File: config.mk
export PLATFORM = sky130hd
export DESIGN_NAME = accel_sample_moving_average
export DESIGN_NICKNAME = d
export VERILOG_FILES = /design/src/rtl/asma_pkg.sv /design/src/rtl/asma_lane.sv /design/src/rtl/asma_merge.sv /design/src/rtl/accel_sample_moving_average.sv
export SDC_FILE = /design/constraint.sdc
export NUM_CORES = 1
export LEC_CHECK = 0
export BUFFER_PORTS_ARGS = -buffer_cell sky130_fd_sc_hd__buf_2
export CORE_MARGIN = 8
export CORE_UTILIZATION = 35
export CTS_BUF_LIST = sky130_fd_sc_hd__clkbuf_8
export CTS_CLUSTER_DIAMETER = 30
export DETAILED_ROUTE_END_ITERATION = 7
export HOLD_SLACK_MARGIN = 0.05
export PLACE_DENSITY = 0.55
export SYNTH_ARGS = -nofsm -noshare
export SYNTH_HDL_FRONTEND = slang
export SYNTH_SLANG_ARGS = --single-unit
File: constraint.sdc
create_clock -name clk -period 4.68 [get_ports clk]
set_clock_uncertainty 0.05 [all_clocks]
set_input_delay 0.702 -clock clk [delete_from_list [all_inputs] [get_ports clk]]
set_output_delay 0.702 -clock clk [all_outputs]
set_load 0.05 [all_outputs]
File: src/rtl/asma_pkg.sv
// asma_pkg: shared constants and types for the accelerometer moving-average block.
// Depends on nothing; used by every module under rtl/.
package asma_pkg;

	// Window depth; must be a power of two (2..64)
	localparam int DEPTH      = 8;
	localparam int DEPTH_LOG2 = $clog2(DEPTH);
	localparam int SLOT_W     = DEPTH_LOG2;
	localparam int CNT_W      = DEPTH_LOG2 + 1;

	// Sample conversion: 12-bit reading * 10000, floor shift by 8
	localparam int RAW_W    = 12;
	localparam int SCALE    = 10000;
	localparam int FRAC_SH  = 8;
	localparam int PROD_W   = 26;
	localparam int SAMPLE_W = PROD_W - FRAC_SH;   // 18, covers -80000..79960
	localparam int SUM_W    = SAMPLE_W;           // mean never exceeds one sample's range

	localparam int OFF_W     = 21;
	localparam int OUT_W     = 22;
	localparam int CFG_IDX_W = 2;

	// Register indexes
	localparam logic [CFG_IDX_W-1:0] REG_OFFSET_X = 2'd0;
	localparam logic [CFG_IDX_W-1:0] REG_OFFSET_Y = 2'd1;
	localparam logic [CFG_IDX_W-1:0] REG_OFFSET_Z = 2'd2;

	// Action codes
	localparam logic ACT_SAMPLE  = 1'b0;
	localparam logic ACT_RESTART = 1'b1;

	// Sequencer to lane controls
	typedef struct packed {
		logic              clear;     // restart: drop running sum
		logic              load;      // capture raw bytes
		logic              rd;        // multiply, fetch oldest entry
		logic              upd;       // write ring, update running sum
		logic              have_old;  // ring full: oldest entry leaves the window
		logic [SLOT_W-1:0] slot;
	} lane_ctrl_t;

endpackage

File: src/rtl/asma_lane.sv
// asma_lane: one axis lane - scales a byte pair, keeps its ring and running window sum.
// Depends on asma_pkg.
module asma_lane (
	input  logic                                 clk,
	input  logic                                 arst_n,
	input  asma_pkg::lane_ctrl_t                 ctrl,
	input  logic [7:0]                           lo,
	input  logic [7:0]                           hi,
	output logic signed [asma_pkg::SUM_W-1:0]    sum
);

	logic [7:0]                                lo_q;
	logic [7:0]                                hi_q;
	logic signed [asma_pkg::PROD_W-1:0]        prod_s1;
	logic signed [asma_pkg::SAMPLE_W-1:0]      old_s1;
	logic signed [asma_pkg::SUM_W-1:0]         sum_q;
	logic signed [asma_pkg::SAMPLE_W-1:0]      ring_mem [asma_pkg::DEPTH];

	logic signed [asma_pkg::RAW_W-1:0]         raw;
	logic signed [asma_pkg::PROD_W-1:0]        prod_c;
	logic signed [asma_pkg::SAMPLE_W-1:0]      scaled;
	logic signed [asma_pkg::SUM_W-1:0]         new_sh;
	logic signed [asma_pkg::SUM_W-1:0]         old_sh;

	// high byte signed * 16 plus top nibble of low byte
	assign raw    = {hi_q, lo_q[7:4]};
	assign prod_c = asma_pkg::PROD_W'(raw) * asma_pkg::PROD_W'(asma_pkg::SCALE);
	assign scaled = prod_s1[asma_pkg::PROD_W-1:asma_pkg::FRAC_SH];
	assign new_sh = asma_pkg::SUM_W'(scaled >>> asma_pkg::DEPTH_LOG2);
	assign old_sh = ctrl.have_old ? asma_pkg::SUM_W'(old_s1 >>> asma_pkg::DEPTH_LOG2)
	                              : '0;

	always_ff @(posedge clk) begin
		if (ctrl.load) begin
			lo_q <= lo;
			hi_q <= hi;
		end
		if (ctrl.rd) begin
			prod_s1 <= prod_c;
			old_s1  <= ring_mem[ctrl.slot];
		end
		if (ctrl.upd) begin
			ring_mem[ctrl.slot] <= scaled;
		end
	end

	// entries are only used once the ring has wrapped, so the ring needs no clear
	always_ff @(posedge clk or negedge arst_n) begin
		if (!arst_n) begin
			sum_q <= '0;
		end else if (ctrl.clear) begin
			sum_q <= '0;
		end else if (ctrl.upd) begin
			sum_q <= sum_q + new_sh - old_sh;
		end
	end

	assign sum = sum_q;

endmodule

File: src/rtl/asma_merge.sv
// asma_merge: combines the three lane sums with offsets into the output register.
// Depends on asma_pkg.
module asma_merge (
	input  logic                                 clk,
	input  logic                                 arst_n,
	input  logic                                 load,
	input  logic signed [asma_pkg::SUM_W-1:0]    sum_x,
	input  logic signed [asma_pkg::SUM_W-1:0]    sum_y,
	input  logic signed [asma_pkg::SUM_W-1:0]    sum_z,
	input  logic signed [asma_pkg::OFF_W-1:0]    off_x,
	input  logic signed [asma_pkg::OFF_W-1:0]    off_y,
	input  logic signed [asma_pkg::OFF_W-1:0]    off_z,
	output logic                                 can_load,
	output logic                                 out_valid,
	input  logic                                 out_ready,
	output logic signed [asma_pkg::OUT_W-1:0]    out_x,
	output logic signed [asma_pkg::OUT_W-1:0]    out_y,
	output logic signed [asma_pkg::OUT_W-1:0]    out_z
);

	logic                                valid_q;
	logic signed [asma_pkg::OUT_W-1:0]   x_q;
	logic signed [asma_pkg::OUT_W-1:0]   y_q;
	logic signed [asma_pkg::OUT_W-1:0]   z_q;

	assign can_load = !valid_q || out_ready;

	always_ff @(posedge clk or negedge arst_n) begin
		if (!arst_n) begin
			valid_q <= 1'b0;
		end else if (load) begin
			valid_q <= 1'b1;
		end else if (out_ready) begin
			valid_q <= 1'b0;
		end
	end

	// X axis is mirrored on the board
	always_ff @(posedge clk) begin
		if (load) begin
			x_q <= -asma_pkg::OUT_W'(sum_x) - asma_pkg::OUT_W'(off_x);
			y_q <= asma_pkg::OUT_W'(sum_y) - asma_pkg::OUT_W'(off_y);
			z_q <= asma_pkg::OUT_W'(sum_z) - asma_pkg::OUT_W'(off_z);
		end
	end

	assign out_valid = valid_q;
	assign out_x     = x_q;
	assign out_y     = y_q;
	assign out_z     = z_q;

endmodule

File: src/rtl/accel_sample_moving_average.sv
// accel_sample_moving_average: top level of the accelerometer boxcar filter.
// Depends on asma_pkg, asma_lane, asma_merge.
//
//  channel | signals                                       | direction
//  --------+-----------------------------------------------+----------
//  input   | in_valid, in_ready, action, byte0..byte5      | in
//  output  | out_valid, out_ready, out_x, out_y, out_z     | out
//  config  | cfg_we, cfg_index, cfg_data                   | in
//
// A sample transaction holds the input side through capture at acceptance,
// multiply plus ring read, ring write plus running-sum update, and merge. Once
// the window is full, the result register loads at the end of the merge step,
// when the output register can take it. The ring memory's single port (read
// then write of the same slot) and the registered multiply separate the steps.
// A restart transaction completes in the cycle it is accepted. in_ready drops
// while a sample is in flight and while a finished result cannot enter a full,
// stalled output register; a result waiting at the output does not block
// acceptance of the next sample.
// Reset clears counters, running sums and offsets; ring contents are never
// cleared because an entry is only used after it has been rewritten.
module accel_sample_moving_average (
	input  logic                                  clk,
	input  logic                                  arst_n,
	input  logic                                  in_valid,
	output logic                                  in_ready,
	input  logic                                  action,
	input  logic [7:0]                            byte0,
	input  logic [7:0]                            byte1,
	input  logic [7:0]                            byte2,
	input  logic [7:0]                            byte3,
	input  logic [7:0]                            byte4,
	input  logic [7:0]                            byte5,
	output logic                                  out_valid,
	input  logic                                  out_ready,
	output logic signed [asma_pkg::OUT_W-1:0]     out_x,
	output logic signed [asma_pkg::OUT_W-1:0]     out_y,
	output logic signed [asma_pkg::OUT_W-1:0]     out_z,
	input  logic                                  cfg_we,
	input  logic [asma_pkg::CFG_IDX_W-1:0]        cfg_index,
	input  logic [asma_pkg::OFF_W-1:0]            cfg_data
);

	typedef enum logic [1:0] {
		ST_IDLE,
		ST_READ,
		ST_UPDATE,
		ST_MERGE
	} state_t;

	state_t                              state_q;
	logic [asma_pkg::SLOT_W-1:0]         slot_q;
	logic [asma_pkg::CNT_W-1:0]          count_q;
	logic                                emit_q;
	logic signed [asma_pkg::OFF_W-1:0]   off_x_q;
	logic signed [asma_pkg::OFF_W-1:0]   off_y_q;
	logic signed [asma_pkg::OFF_W-1:0]   off_z_q;

	logic                                accept;
	logic                                full;
	logic                                can_load;
	logic                                merge_load;
	asma_pkg::lane_ctrl_t                ctrl;
	logic signed [asma_pkg::SUM_W-1:0]   sum_x;
	logic signed [asma_pkg::SUM_W-1:0]   sum_y;
	logic signed [asma_pkg::SUM_W-1:0]   sum_z;

	assign in_ready   = (state_q == ST_IDLE);
	assign accept     = in_valid && in_ready;
	assign full       = (count_q == asma_pkg::CNT_W'(asma_pkg::DEPTH));
	assign merge_load = (state_q == ST_MERGE) && emit_q && can_load;

	always_comb begin
		ctrl          = '0;
		ctrl.clear    = accept && (action == asma_pkg::ACT_RESTART);
		ctrl.load     = accept && (action == asma_pkg::ACT_SAMPLE);
		ctrl.rd       = (state_q == ST_READ);
		ctrl.upd      = (state_q == ST_UPDATE);
		ctrl.have_old = full;
		ctrl.slot     = slot_q;
	end

	// sequencer: slot pointer, warm-up count, emit flag
	always_ff @(posedge clk or negedge arst_n) begin
		if (!arst_n) begin
			state_q <= ST_IDLE;
			slot_q  <= '0;
			count_q <= '0;
			emit_q  <= 1'b0;
		end else begin
			case (state_q)
				ST_IDLE: begin
					if (ctrl.clear) begin
						slot_q  <= '0;
						count_q <= '0;
					end else if (ctrl.load) begin
						state_q <= ST_READ;
					end
				end
				ST_READ: begin
					state_q <= ST_UPDATE;
				end
				ST_UPDATE: begin
					slot_q  <= slot_q + 1'b1;   // power-of-two depth wraps naturally
					count_q <= full ? count_q : count_q + 1'b1;
					emit_q  <= (count_q >= asma_pkg::CNT_W'(asma_pkg::DEPTH - 1));
					state_q <= ST_MERGE;
				end
				ST_MERGE: begin
					if (!emit_q || can_load) begin
						state_q <= ST_IDLE;
					end
				end
				default: begin
					state_q <= ST_IDLE;
				end
			endcase
		end
	end

	// offset registers; unknown indexes are dropped
	always_ff @(posedge clk or negedge arst_n) begin
		if (!arst_n) begin
			off_x_q <= '0;
			off_y_q <= '0;
			off_z_q <= '0;
		end else if (cfg_we) begin
			case (cfg_index)
				asma_pkg::REG_OFFSET_X: off_x_q <= cfg_data;
				asma_pkg::REG_OFFSET_Y: off_y_q <= cfg_data;
				asma_pkg::REG_OFFSET_Z: off_z_q <= cfg_data;
				default: ;
			endcase
		end
	end

	// first pair feeds Y, second X, third Z
	asma_lane u_lane_y (
		.clk    (clk),
		.arst_n (arst_n),
		.ctrl   (ctrl),
		.lo     (byte0),
		.hi     (byte1),
		.sum    (sum_y)
	);

	asma_lane u_lane_x (
		.clk    (clk),
		.arst_n (arst_n),
		.ctrl   (ctrl),
		.lo     (byte2),
		.hi     (byte3),
		.sum    (sum_x)
	);

	asma_lane u_lane_z (
		.clk    (clk),
		.arst_n (arst_n),
		.ctrl   (ctrl),
		.lo     (byte4),
		.hi     (byte5),
		.sum    (sum_z)
	);

	asma_merge u_merge (
		.clk       (clk),
		.arst_n    (arst_n),
		.load      (merge_load),
		.sum_x     (sum_x),
		.sum_y     (sum_y),
		.sum_z     (sum_z),
		.off_x     (off_x_q),
		.off_y     (off_y_q),
		.off_z     (off_z_q),
		.can_load  (can_load),
		.out_valid (out_valid),
		.out_ready (out_ready),
		.out_x     (out_x),
		.out_y     (out_y),
		.out_z     (out_z)
	);

endmodule

**After elaboration in Yosys (flattened, before gate mapping)**

Memories as Yosys holds them, arrays and structs flattened. A register that Yosys moved wholly into a read port is not among the register bits.
Index checks and enable logic that the tools add are counted.
W data, S select, Z words.

- Register bits: 308
- Bits in latches: 0
- Bits in writable memories: 432
- ROM bits: 0
- Input bits: 77
- Output and inout bits: 68
- Logic and storage cells: 96
- Memories: 3

Memories:

| name | words | bits a word | read ports | clocked after memory_dff | wr ports | line | source |
|---|---|---|---|---|---|---|---|
| u_lane_x.ring_mem | 8 | 18 | 1 | 1 | 1 | asma_lane.sv:17 | `logic signed [asma_pkg::SAMPLE_W-1:0] ring_mem [asma_pkg::DEPTH];` |
| u_lane_y.ring_mem | 8 | 18 | 1 | 1 | 1 | asma_lane.sv:17 |  |
| u_lane_z.ring_mem | 8 | 18 | 1 | 1 | 1 | asma_lane.sv:17 |  |

- Add/subtract/negate cells: 12
- Multiply operators: 3
- Div/mod/pow operators: 0
- Order comparisons: 1
- Eq/ne operators: 11
- Shifts and indexed selects: 0
- Multiplexer cells: 22
- Bitwise logic cells: 1
- Reduce and logical (&&, ||, !) cells: 20

Operators with widths:

| cell | count |
|---|---|
| $mux W18 | 9 |
| $mul A12 B11 Y22 const B | 3 |
| $add A18 B15 Y18 | 3 |
| $sub A18 B18 Y18 | 3 |
| $sub A18 B21 Y22 | 2 |
| $neg A18 Y22 | 1 |
| $sub A22 B21 Y22 | 1 |
| $mux W4 | 2 |
| $pmux W2 S4 | 1 |
| $pmux W4 S2 | 1 |
| $reduce_and A2 Y1 | 4 |
| $eq A2 B2 Y1 const B | 3 |
| $mux W2 | 3 |
| $ne A2 B1 Y1 const B | 3 |
| $pmux W3 S2 | 1 |
| $reduce_and A3 Y1 | 2 |
| $reduce_bool A2 Y1 | 3 |
| $logic_and A1 B1 Y1 | 5 |
| $add A4 B1 Y4 const B | 1 |
| $eq A2 B1 Y1 const B | 2 |
| $eq A4 B4 Y1 const B | 1 |
| $ge A4 B3 Y1 const B | 1 |
| $logic_not A2 Y1 | 2 |
| $mux W1 | 4 |
| other kinds (6) | 9 |

**Longest topological paths before layout**

Gate-level depths: netlist of run 1.

- Depth in word-level cells: 6
- Gate-level depth with buffers: 17
- Mapped depth without buffers: 17

**Hierarchy**

From an unflattened synthesis of run 1, not the netlist that was laid out.

- Cells, all modules: 3111
- Area total of the unflattened synthesis: 39895.8 sq um

Modules (own cells, without submodules):

| module | times used | cells each | area an instance (sq um) | seq. area each (sq um) |
|---|---|---|---|---|
| asma_lane at u_lane_z | 1 | 773 | 10451.3 | 5315.1 |
| asma_lane at u_lane_x | 1 | 760 | 10328.7 | 5315.1 |
| asma_lane at u_lane_y | 1 | 746 | 10267.3 | 5315.1 |
| asma_merge | 1 | 626 | 5850.6 | 2006.9 |
| accel_sample_moving_average | 1 | 206 | 2997.9 | 1826.8 |

**Worst setup path before layout of run 1**

OpenSTA, ideal clock, no wires.

- Kind: register to register
- Start: register state_q[0]
- End: memory u_lane_x.ring_mem[4][10] in the netlist's numbering, enable pin
- Library setup time: 503 ps
- Data arrival time: 4646 ps
- Required time: 4127 ps
- Slack: -519 ps
- Stages on the path, launching flop included: 8
- Buffers on the path: 3
- Period minus slack after synthesis: 5199 ps
- Cell sequence: dfrtp_1 inv_1 ha_1 clkbuf_1 clkbuf_1 clkbuf_1 nand2_1 nor3_1

- Word-level cells in the longest chain between the ends: 3

Ends and longest elaborated chain:

| what | line | source |
|---|---|---|
| start, declared | accel_sample_moving_average.sv:50 | `state_t state_q;` |
| start signal, assigned | accel_sample_moving_average.sv:85 | `state_q <= ST_IDLE;` |
| start signal, assigned | accel_sample_moving_average.sv:96 | `state_q <= ST_READ;` |
| start signal, assigned | accel_sample_moving_average.sv:100 | `state_q <= ST_UPDATE;` |
| $eq A2 B2 Y1 | accel_sample_moving_average.sv:77 | `ctrl.upd = (state_q == ST_UPDATE);` |
| $mux W1 | asma_lane.sv:42 | `if (ctrl.upd) begin` |
| $mux W1 (not written as such) | asma_lane.sv:43 | `ring_mem[ctrl.slot] <= scaled;` |
| end, declared | asma_lane.sv:17 |  |

Every way passes these cells.

**Final worst setup path of run 1**

- Start: register u_lane_y.hi_q[1]
- End: register u_lane_y.prod_s1[24] in the netlist's numbering, data pin

- Word-level cells in the longest chain between the ends: 1

Ends and longest elaborated chain:

| what | line | source |
|---|---|---|
| start, declared | asma_lane.sv:13 | `logic [7:0] hi_q;` |
| start signal, assigned | asma_lane.sv:36 | `hi_q <= hi;` |
| $mul A12 B11 Y22 | asma_lane.sv:27 | `assign prod_c = asma_pkg::PROD_W'(raw) * asma_pkg::PROD_W'(asma_pkg::SCALE);` |
| net u_lane_y.prod_c, one bit | asma_lane.sv:20 | `logic signed [asma_pkg::PROD_W-1:0] prod_c;` |
| end signal, assigned | asma_lane.sv:39 | `prod_s1 <= prod_c;` |
| end, declared | asma_lane.sv:14 | `logic signed [asma_pkg::PROD_W-1:0] prod_s1;` |

The timed path passes the listed nets, and every way through them passes these cells.
A chain may end at the register's enable or synchronous reset.

==> impl_results.md, run 1 <==
- Status: completed
- Hold-critical path depth: 3
- Final min period: 4.58 ns
- Share of cells above drive strength 1: 0.193
- Worst R2R Start: u_lane_y.hi_q[1]$_DFFE_PP_
- Placed insts: 4599
- Final Hold Fails: 0
- Slew @ Worst Pin: 0.989 ns
- Critical-path cell list: ha_1 > ha_1 > fa_1 > fa_1 > inv_1 > fa_1 > inv_1 > ha_1 > and3_4 > a221oi_4 > o21ai_2 > a2111oi_2 > nor2_1 > o41ai_2 > xor2_1
- Final wirelength: 81100 um
- Post-synth EDFFs: 552
- Final setup fails: 0
- Clock Latency Late Sink: 0.80 ns
- GRT Util Overall: 0.134
- IO buf count: 132
- Arr. time, crit path: 5.07 ns
- Relative slew slack: 0.340
- Clock Sinks: 680
- I/O pin count: 145
- Core Area: 110000 sq um
- Area contributors post-synth: edfxtp_1 43%, ha_1 11%, dfrtp_1 8.3%
- Hold Path Sink: off_x_q[12]$_DFFE_PN0P_
- Worst path max stage delay: 0.49 ns
- Reg2reg setup slack: 0.10 ns
- RePlAce Congestion: 0.787
- Sequential cell area: 19800 sq um
- Setup crit end kind: flip-flop
- Synthesized flop and latch total: 680
- Gate Count Post-Synth: 2972
- Min-delay worst type: in -> reg
- RSZ-0062 raised after global routing: true
- Critical path data required time: 5.17 ns
- Clock buffer depth: 3
- Chip Height: 348 um
- Die area: 121000 sq um
- CTS tree: done
- Critical Path Slowest Stage Cell: fa_1
- Hold Path Origin: cfg_data[12]
- Crit Path Max Fanout: 4
- FILL cells: 10500
- Clock buffer count from CTS: 151
- Syn Std Cell Area: 38700 sq um
- Post-Synthesis Net Count: 3532
- Layout area overhead: 18.0%
- R2R Path End: u_lane_y.prod_s1[24]$_DFFE_PN_
- Tcrit/Tclk final: 0.978
- Initial antenna violation count: 1
- Maxcap violations: 0
- Area of the multi-input gates: 17000 sq um
- Most common cell in the netlist: edfxtp_1
- Synth top cells by count: 552 x edfxtp_1, 535 x inv_1, 331 x ha_1, 152 x fa_1, 138 x a21oi_1
- Pin count of the biggest net entering global routing: 91
- Post-synth top area share: 0.428
- CP Class: reg -> reg
- Routed Antenna Nets: 0
- Drt wl/cell: 16.5 um
- Starting Density: 0.351
- First-pass GRT wire length: 129000 um
- Drt pass-1 iters: 8
- Largest area contributor in the synthesized netlist: edfxtp_1
- DIE WIDTH: 348 um
- Core Rows: 122
- Routed vias: 22600
- Asr flop ratio synth: 0.188
- Vias in the first global route: 23500
- Cells on worst reg2reg path: 15
- Final instance area: 45600 sq um
- Final cell count without fillers: 4917
- Register area share after synthesis: 0.511
- Setup crit start kind: flip-flop
- Reg clk slew, reported paths: 0.06 ns
- Top FF cell, synth: edfxtp_1
- Total Nets Final: 3865
- Max Slew Vio Count: 0
- Distinct cells, synth: 77
- Post-synthesis area per instance: 13.0 sq um
- H-tree depth: 4
- Starting DRT DRC Count: 1106
- Yosys warning count: 0
- Vias per cell: 4.59
- Clk root buf: clkbuf_8
- Peak Freq: 0.219 GHz
- Post-DP HPWL: 58100 um
- DRC: 0
- Gr ovfl total: 0
- Placed Area: 41700 sq um
-- sequential cells by signal, indices dropped and copies added, names as in the netlist, 8 cells and up --
signal / cells
u_merge.out_x: 22
u_lane_x.ring_mem: 120
u_lane_y.prod_s1: 15
u_lane_z.old_s1: 15
u_lane_x.prod_s1: 15
u_lane_y.sum: 18
u_lane_z.ring_mem: 120
u_lane_x.old_s1: 15
u_lane_z.hi_q: 8
u_lane_x.hi_q: 8
u_lane_z.sum: 18
u_merge.out_z: 22
off_y_q: 21
u_lane_y.hi_q: 8
off_x_q: 21
u_lane_y.old_s1: 15
u_lane_x.sum: 18
off_z_q: 21
u_lane_y.ring_mem: 120
u_lane_z.prod_s1: 15
u_merge.out_y: 22
-- timing repair --
item / 4_1_cts / 5_1_grt
cloned: 0 / 0
endpoints found under the hold margin: 125 / 0
hold buffers: 38 / 0
pin swaps: 1 / 12
buffers inserted: 2 / 1
resized for setup: 5 / 24
endpoints found under the setup margin: 3 / 13
-- placed cells by master, fill, tap and decap left out, types with 29 or more instances in the layout --
cell,count
clkbuf_8,159
inv_1,564
mux2_2,91
a21oi_1,134
edfxtp_1,552
dlygate4sd3_1,38
xnor2_1,87
ha_1,323
nand2_1,114
a21o_1,47
buf_4,67
o21ai_0,85
and2_1,47
nor2_1,112
mux2i_1,42
dfrtp_1,125
nand2b_1,29
buf_2,131
fa_1,151
xor2_1,37
mux4_2,90
-- worst max-delay path by stage --
stage                               startpoint                        endpoint  cells past startpoint
CTS                 u_lane_y.hi_q[2]$_DFFE_PP_  u_lane_y.prod_s1[24]$_DFFE_PN_                     15
global route        u_lane_y.hi_q[3]$_DFFE_PP_  u_lane_y.prod_s1[24]$_DFFE_PN_                     15
floorplan           u_lane_y.hi_q[2]$_DFFE_PP_  u_lane_y.prod_s1[24]$_DFFE_PN_                     15
global placement    u_lane_y.hi_q[2]$_DFFE_PP_  u_lane_y.prod_s1[24]$_DFFE_PN_                     15
detailed placement  u_lane_y.hi_q[2]$_DFFE_PP_  u_lane_y.prod_s1[24]$_DFFE_PN_                     15
finish              u_lane_y.hi_q[1]$_DFFE_PP_  u_lane_y.prod_s1[24]$_DFFE_PN_                     15
-- per-stage QoR --
| stage | utilization | TNS, ns | worst slack (ns) | hold slack (ns) |
|---|---|---|---|---|
| final | 0.414 | 0 | 0.104 | 0.149 |
| after global routing | 0.414 | -0.141 | -0.125 | 0.0774 |
| after CTS | 0.413 | -0.0121 | -0.0121 | 0.0607 |
| after detailed placement | 0.378 | -0.149 | -0.0743 | 0.422 |
| after global placement | 0.378 | -0.126 | -0.0637 | 0.417 |
| after floorplan | - | 0 | 0.105 | 0.356 |
-- final cells by class --
class | count | area share
multi-input cells | 1696 | 0.371
clock buffers | 159 | 0.0480
flip-flops and latches | 680 | 0.434
diodes | 1 | 0.0000548
clock inverters | 117 | 0.0264
repair buffers | 241 | 0.0357
inverters | 535 | 0.0440
well taps | 1488 | 0.0408
-- metal layers --
metal,wire [um],global-route usage
met1,39400,0.184
met2,35700,0.206
met3,3720,0.0293
met4,2210,0.0503
met5,0,0
-- kinds of logic (layout without fill, tap and decap cells) --
kind of cell | after synthesis | after routing | synth area share
buffers and inverters | 596 | 1052 | 0.0580
xor gates and xnor gates | 124 | 124 | 0.0281
other | 0 | 1 | 0
DFF | 680 | 680 | 0.511
adders and majority gates | 483 | 483 | 0.186
muxes | 223 | 223 | 0.0897
and+or+nand+nor | 440 | 440 | 0.0569
AOI/OAI and AO/OA | 426 | 426 | 0.0704
-- critical path, delay by kind of cell (launching register included) --
| kind | cells | cell delay [ns] |
|---|---|---|
| fa+ha+maj | 6 | 2.31 |
| compound gates | 4 | 1.02 |
| flops | 1 | 0.44 |
| simple gates | 2 | 0.30 |
| xor+xnor | 1 | 0.12 |
| buf+inv | 2 | 0.09 |
Power of run 1 is left out: the tool's default activity adds up to more than one toggle a clock period on the data nets, which glitch-free logic cannot reach.
==> run 2: changes to the inputs <==
--- a/config.mk
+++ b/config.mk
@@ -5,6 +5,7 @@
 export SDC_FILE = /design/constraint.sdc
 export NUM_CORES = 1
 export LEC_CHECK = 0
+export ABC_AREA = 1
 export BUFFER_PORTS_ARGS = -buffer_cell sky130_fd_sc_hd__buf_2
 export CORE_MARGIN = 8
 export CORE_UTILIZATION = 35
==> run 2 against run 1 <==
Area after synthesis is 3.7% higher. Core utilization is 1.0 points lower. Count of clock-buffer cells in the layout is 11 lower. Non-clock buffer count is 41 lower. Critical path depth is 5 higher. Register-to-register slack better by 0.42 ns. Wire length is 20% higher. Global-route usage is 2.0 points higher. First-iteration DRC count is 66% higher. Final cell count is 22% higher. Via count is 24% higher.
==> impl_results.md, run 2 <==
- Area contributors post-synth: edfxtp_1 41%, ha_1 10%, dfrtp_1 8.0%
- Switching Share: 0.456
- Compound-Gate Fraction of Synth Area: 0.0852
- Maxcap violations: 0
- Final setup margin: 0.527 ns
- Critical path data required time: 5.15 ns
- Commonest non-fill, non-tap cells in the layout: 762 x inv_1, 632 x nand2_1, 552 x edfxtp_1
- H-tree depth: 4
- Area of the multi-input gates: 17200 sq um
- Main combinational cell family by area after synthesis: adder cells
- Internal: 19.5 mW
- Distinct cells, synth: 43
- Sequential cell area: 19800 sq um
- Final setup fails: 0
- Worst path most repeated cell: nand2_1
- Crit Path Max Fanout: 5
- Top FF cell, synth: edfxtp_1
- Max Slew Vio Count: 0
- Reg power frac: 0.286
- Worst path max stage delay: 0.51 ns
- Clk root buf: clkbuf_8
- Min-delay worst type: in -> reg
- XOR/XNOR Fraction of Synth Area: 0.0183
- Share of cells above drive strength 1: 0.0952
- Layout area overhead: 14.8%
- Post-Synthesis Net Count: 4661
- Core Area: 114000 sq um
- Clock buffer count from CTS: 144
- Vias per cell: 4.67
- Post-synthesis area per instance: 9.78 sq um
- Top Registers: u_lane_x.ring_mem: 120 flops, u_lane_y.ring_mem: 120 flops, u_lane_z.ring_mem: 120 flops
- Starting Density: 0.352
- Final cell count without fillers: 5992
- Reg clk slew, reported paths: 0.05 ns
- Syn Std Cell Area: 40100 sq um
- CP Class: reg -> reg
- Largest area contributor in the synthesized netlist: edfxtp_1
- IO buf count: 132
- RSZ-0062 raised after global routing: false
- Gate Count Post-Synth: 4101
- GRT Util Overall: 0.153
- Vias in the first global route: 28200
- Peak Freq: 0.241 GHz
- First-pass GRT wire length: 155000 um
- DRC: 0
- Post-synth EDFFs: 552
- Setup crit start kind: flip-flop
- Pwr/cell area: 779 nW/um^2
- RePlAce Congestion: 0.875
- Synth top cells by count: 735 x inv_1, 632 x nand2_1, 552 x edfxtp_1, 511 x nor2_1, 338 x o21ai_0
- Leak Pwr: 20.9 nW
- FILL cells: 11200
- Simple-gate portion of the synthesized area: 0.144
- DP Worst Slack: 0.506 ns
- Routed Antenna Nets: 0
- Post-CTS Resized: 0
- VDD IR max: 0.310 mV
- Total Nets Final: 4925
- Commonest non-fill, non-tap cell in the layout: inv_1
- I/O pin count: 145
- Gr ovfl total: 0
- Clock Power Share: 0.185
- Tcrit/Tclk final: 0.887
- Clock buffer depth: 3
- Asr flop ratio synth: 0.188
- Initial antenna violation count: 4
- Drt wl/cell: 16.2 um
- Clock Sinks: 680
- Chip Height: 355 um
- Setup TNS: 0 ns
- Post-synth top area share: 0.413
- Buffers & Inverters on Critical Path: 5
- Final wirelength: 97200 um
- Starting DRT DRC Count: 1834
- Placed Area: 42600 sq um
- Final Hold Fails: 0
- Pin count of the biggest net entering global routing: 84
- Critical-path cell list: ha_1 > ha_1 > inv_1 > fa_1 > inv_1 > fa_1 > inv_1 > fa_1 > inv_1 > ha_1 > nand2_1 > inv_1 > a21oi_1 > nand2_1 > nand2_1 > nand2_2 > nand2_1 > nand2_1 > nand2_1 > nand2_1
- Synthesized flop and latch total: 680
- Routed vias: 28000
- Placed insts: 5694
- Die area: 126000 sq um
- Status: completed
- Mux contribution to synthesized area: 0
- Most common cell in the netlist: inv_1
- Register area share after synthesis: 0.493
- Comb pwr share: 0.529
- Slew @ Worst Pin: 1.07 ns
- Crit-path leading delay family: adder cells
- DIE WIDTH: 355 um
- CTS tree: done
- Post-DP HPWL: 68800 um
- Clock Latency Late Sink: 0.79 ns
- Core Rows: 124
- Final instance area: 46000 sq um
- Setup crit end kind: flip-flop
- Adder-cell share of the synthesized area: 0.179
- Switching Power: 16.4 mW
- Arr. time, crit path: 4.62 ns
- Drt pass-1 iters: 7
- Yosys warning count: 0
- Final min period: 4.15 ns
- Relative slew slack: 0.287
- Critical Path Slowest Stage Cell: edfxtp_1
-- run 2: area by class of cell --
cell class,instances,area share
antenna,3,0.000163
clock buffer,148,0.0442
clock inverter,110,0.0218
inverter,742,0.0605
multi-input combinational,2597,0.374
sequential,680,0.430
tap,1512,0.0411
timing repair buffer,200,0.0287
-- run 2: routing by layer --
layer	routed length, um	up-vias	global-route usage
li1	-	14100	-
met1	47300	13100	0.215
met2	43200	613	0.243
met3	4640	159	0.0269
met4	2070	2	0.0459
met5	7	-	0
-- run 2: kinds of logic after synthesis --
logic type               count (synthesis)
flip-flops                             680
buffers and inverters                  824
AO/OA/AOI/OAI                          624
AND/OR/NAND/NOR                       1406
adder cells (fa/ha/maj)                483
XOR/XNOR                                84
-- run 2: power groups by stage --
stage          Combinational [mW]  Sequential [mW]  Clock (mW)
6_report                     19.0             10.3        6.63
4_1_cts                      19.1             10.3        6.82
2_1_floorplan                13.8             10.6           0
5_1_grt                      21.9             10.4        7.08
3_5_place_dp                 19.0             10.4           0
3_3_place_gp                 18.8             10.3           0
-- run 2: worst register-to-register path: stages, from the launching register on --
cell and delay, ns:
edfxtp_1 0.51, ha_1 0.33, ha_1 0.27, inv_1 0.04
fa_1 0.47, inv_1 0.05, fa_1 0.48, inv_1 0.05
fa_1 0.47, inv_1 0.04, ha_1 0.33, nand2_1 0.08
inv_1 0.05, a21oi_1 0.14, nand2_1 0.12, nand2_1 0.09
nand2_2 0.07, nand2_1 0.09, nand2_1 0.05, nand2_1 0.06
nand2_1 0.05
-- run 2: what timing repair did --
action	4_1_cts	5_1_grt
buffers inserted	0	0
endpoints found under the hold margin	94	0
hold buffers	37	0
-- run 2: stage by stage --
stage | hold slack, ns | power, mW | util
6_report | 0.239 | 35.9 | 0.404
5_1_grt | 0.200 | 39.4 | 0.404
4_1_cts | 0.169 | 36.2 | 0.404
3_5_place_dp | 0.420 | 29.3 | 0.374
3_3_place_gp | 0.415 | 29.1 | 0.374
2_1_floorplan | 0.356 | 24.4 | -
-- run 2: worst paths after layout --
| kind | startpoint | endpoint | cells past startpoint | slack (ns) |
|---|---|---|---|---|
| min reg2reg | u_lane_x.sum[16]$_DFFE_PN0P_ | u_lane_x.sum[16]$_DFFE_PN0P_ | 2 | 0.43 |
| min in group asynchronous | arst_n | u_lane_x.sum[2]$_DFFE_PN0P_ | 2 | 0.41 |
| max reg2reg | u_lane_z.hi_q[1]$_DFFE_PP_ | u_lane_z.prod_s1[19]$_DFFE_PN_ | 20 | 0.53 |
| max | u_lane_z.hi_q[1]$_DFFE_PP_ | u_lane_z.prod_s1[19]$_DFFE_PN_ | 20 | 0.53 |
| max in group asynchronous | arst_n | u_lane_y.sum[12]$_DFFE_PN0P_ | 3 | 3.14 |
| min | cfg_data[20] | off_x_q[20]$_DFFE_PN0P_ | 3 | 0.24 |
Power figures use the tool's default switching activity.
==> run 3: changes to the inputs <==
--- a/config.mk
+++ b/config.mk
@@ -12,6 +12,7 @@
 export CTS_BUF_LIST = sky130_fd_sc_hd__clkbuf_8
 export CTS_CLUSTER_DIAMETER = 30
 export DETAILED_ROUTE_END_ITERATION = 7
+export GPL_TIMING_DRIVEN = 0
 export HOLD_SLACK_MARGIN = 0.05
 export PLACE_DENSITY = 0.55
 export SYNTH_ARGS = -nofsm -noshare
==> run 3 against run 2 <==
Sequential share of layout area fell by 0.26 points. Largest power group unchanged. Final cell count rose by 1.0%. Wire length barely moved. Sequential power barely moved. Maximum frequency fell by 3.4%. Total power rose by 0.25%. Core utilization rose by 0.24 points. Count of clock-buffer cells in the layout fell by 5. Via count rose by 0.41%. Non-clock buffer count rose by 64. Setup slack got worse by 0.15 ns. Global-route usage barely moved.
==> impl_results.md, run 3 (same netlist as run 2, synthesis figures left out) <==
- Clk root buf: clkbuf_8
- Vias in the first global route: 28400
- IO buf count: 132
- RSZ-0062 raised after global routing: false
- CTS tree: done
- R2R Path End: u_lane_x.prod_s1[25]$_DFFE_PN_
- Share of cells above drive strength 1: 0.0974
- Min-delay worst type: in -> reg
- Leak Pwr: 21.0 nW
- Post-DP HPWL: 76400 um
- Starting DRT DRC Count: 1643
- Crit Path Max Fanout: 13
- Clock Latency Late Sink: 0.79 ns
- Maxcap violations: 0
- Pin count of the biggest net entering global routing: 79
- Core Rows: 124
- Die area: 126000 sq um
- Critical path data required time: 5.13 ns
- Cells on worst reg2reg path: 15
- Peak Freq: 0.233 GHz
- RePlAce Congestion: 0.852
- Setup TNS: 0 ns
- Setup crit end kind: flip-flop
- Pwr/cell area: 776 nW/um^2
- Commonest non-fill, non-tap cell in the layout: inv_1
- Starting Density: 0.352
- Launch point of the worst path: u_lane_x.hi_q[7]$_DFFE_PP_
- Arr. time, crit path: 4.75 ns
- Clock buffer count from CTS: 140
- Slew @ Worst Pin: 0.923 ns
- Reg clk slew, reported paths: 0.06 ns
- Final setup fails: 0
- Final Hold Fails: 0
- Clock Sinks: 680
- Tcrit/Tclk final: 0.919
- Post-CTS Resized: 0
- Hold-critical path depth: 3
- Relative slew slack: 0.385
- Drt wl/cell: 16.1 um
- DIE WIDTH: 355 um
- Total Nets Final: 4985
- Clock buffer depth: 3
- Hold buffers post-CTS: 37
- Routed Antenna Nets: 0
- Hold Path Sink: off_z_q[20]$_DFFE_PN0P_
- FILL cells: 11200
- DRC: 0
- Status: completed
- VDD IR max: 0.300 mV
- Reg2reg setup slack: 0.38 ns
- GRT Util Overall: 0.153
- Routed vias: 28100
- Core Area: 114000 sq um
- CP Class: reg -> reg
- I/O pin count: 145
- Commonest non-fill, non-tap cells in the layout: 762 x inv_1, 632 x nand2_1, 552 x edfxtp_1
- Initial antenna violation count: 2
- First-pass GRT wire length: 155000 um
- Chip Height: 355 um
- Top Registers: u_lane_x.ring_mem: 120 flops, u_lane_y.ring_mem: 120 flops, u_lane_z.ring_mem: 120 flops
- Post-layout util: 0.406
- Layout area overhead: 15.5%
- Worst R2R Start: u_lane_x.hi_q[7]$_DFFE_PP_
- Hold Path Origin: cfg_data[20]
- Drt pass-1 iters: 5
- # Post-CTS Setup Buffers: 0
- Max Slew Vio Count: 0
- Final wirelength: 97200 um
- Vias per cell: 4.64
- Final min period: 4.30 ns
- H-tree depth: 4
- Gr ovfl total: 0
- Setup crit start kind: flip-flop
run 3: metal layers:
layer  vias to the layer above  track usage  share of wire  routed length, um
li1                      14200            -              -                  -
met1                     13100        0.213           0.48              47000
met2                       606        0.244           0.45              43300
met3                       147       0.0277          0.047               4550
met4                         0       0.0469          0.025               2380
met5                         -            0              0                  0
run 3: report_power, final:
part | switching (mW) | total (mW) | internal (mW)
combinational | 12.8 | 19.4 | 6.62
sequential | 1.12 | 10.3 | 9.14
clock | 2.73 | 6.31 | 3.58
run 3: area by class of cell:
type | count | area, sq um | share of cell area
multi-input combinational | 2597 | 17200 | 0.372
sequential | 680 | 19800 | 0.427
clock inverter | 112 | 931 | 0.0201
timing repair buffer | 182 | 1310 | 0.0283
inverter | 742 | 2790 | 0.0602
buffer | 82 | 425 | 0.00919
tap | 1512 | 1890 | 0.0409
clock buffer | 143 | 1970 | 0.0425
antenna | 3 | 7.51 | 0.000162
run 3: how the worst max path moves through the flow:
| stage | slack (ns) | endpoint | depth (start not counted) |
|---|---|---|---|
| final | 0.38 | u_lane_x.prod_s1[25]$_DFFE_PN_ | 15 |
| after floorplan | 0.61 | u_merge.out_x[0]$_DFFE_PP_ | 2 |
| after detailed placement | 0.38 | u_lane_x.prod_s1[25]$_DFFE_PN_ | 15 |
| after CTS | 0.36 | u_lane_x.prod_s1[25]$_DFFE_PN_ | 15 |
| after global routing | 0.09 | u_lane_x.prod_s1[25]$_DFFE_PN_ | 15 |
| after global placement | -0.95 | u_merge.out_z[0]$_DFFE_PP_ | 3 |
run 3: critical path, cell delays in order (launching register included):
cell,delay [ns]
edfxtp_1,0.63
ha_1,0.39
inv_1,0.04
ha_1,0.28
fa_1,0.48
inv_1,0.05
fa_1,0.45
fa_1,0.49
inv_1,0.04
ha_1,0.37
a21oi_1,0.21
nand2_1,0.10
a22oi_1,0.23
nand2_1,0.08
nand2_1,0.06
nand2_1,0.09
run 3: per-stage QoR:
stage               power, mW  area [sq um]  setup WS, ns  std cells  hold WS, ns
floorplan                24.4         40100         0.611       4101        0.356
global route             39.4         46300        0.0851       6052        0.200
CTS                      36.2         46300         0.357       6050        0.187
detailed placement       29.7         43000         0.376       5758        0.417
global placement         29.6         42700        -0.950       5745        0.416
finish                   35.9         46300         0.381       6053        0.247
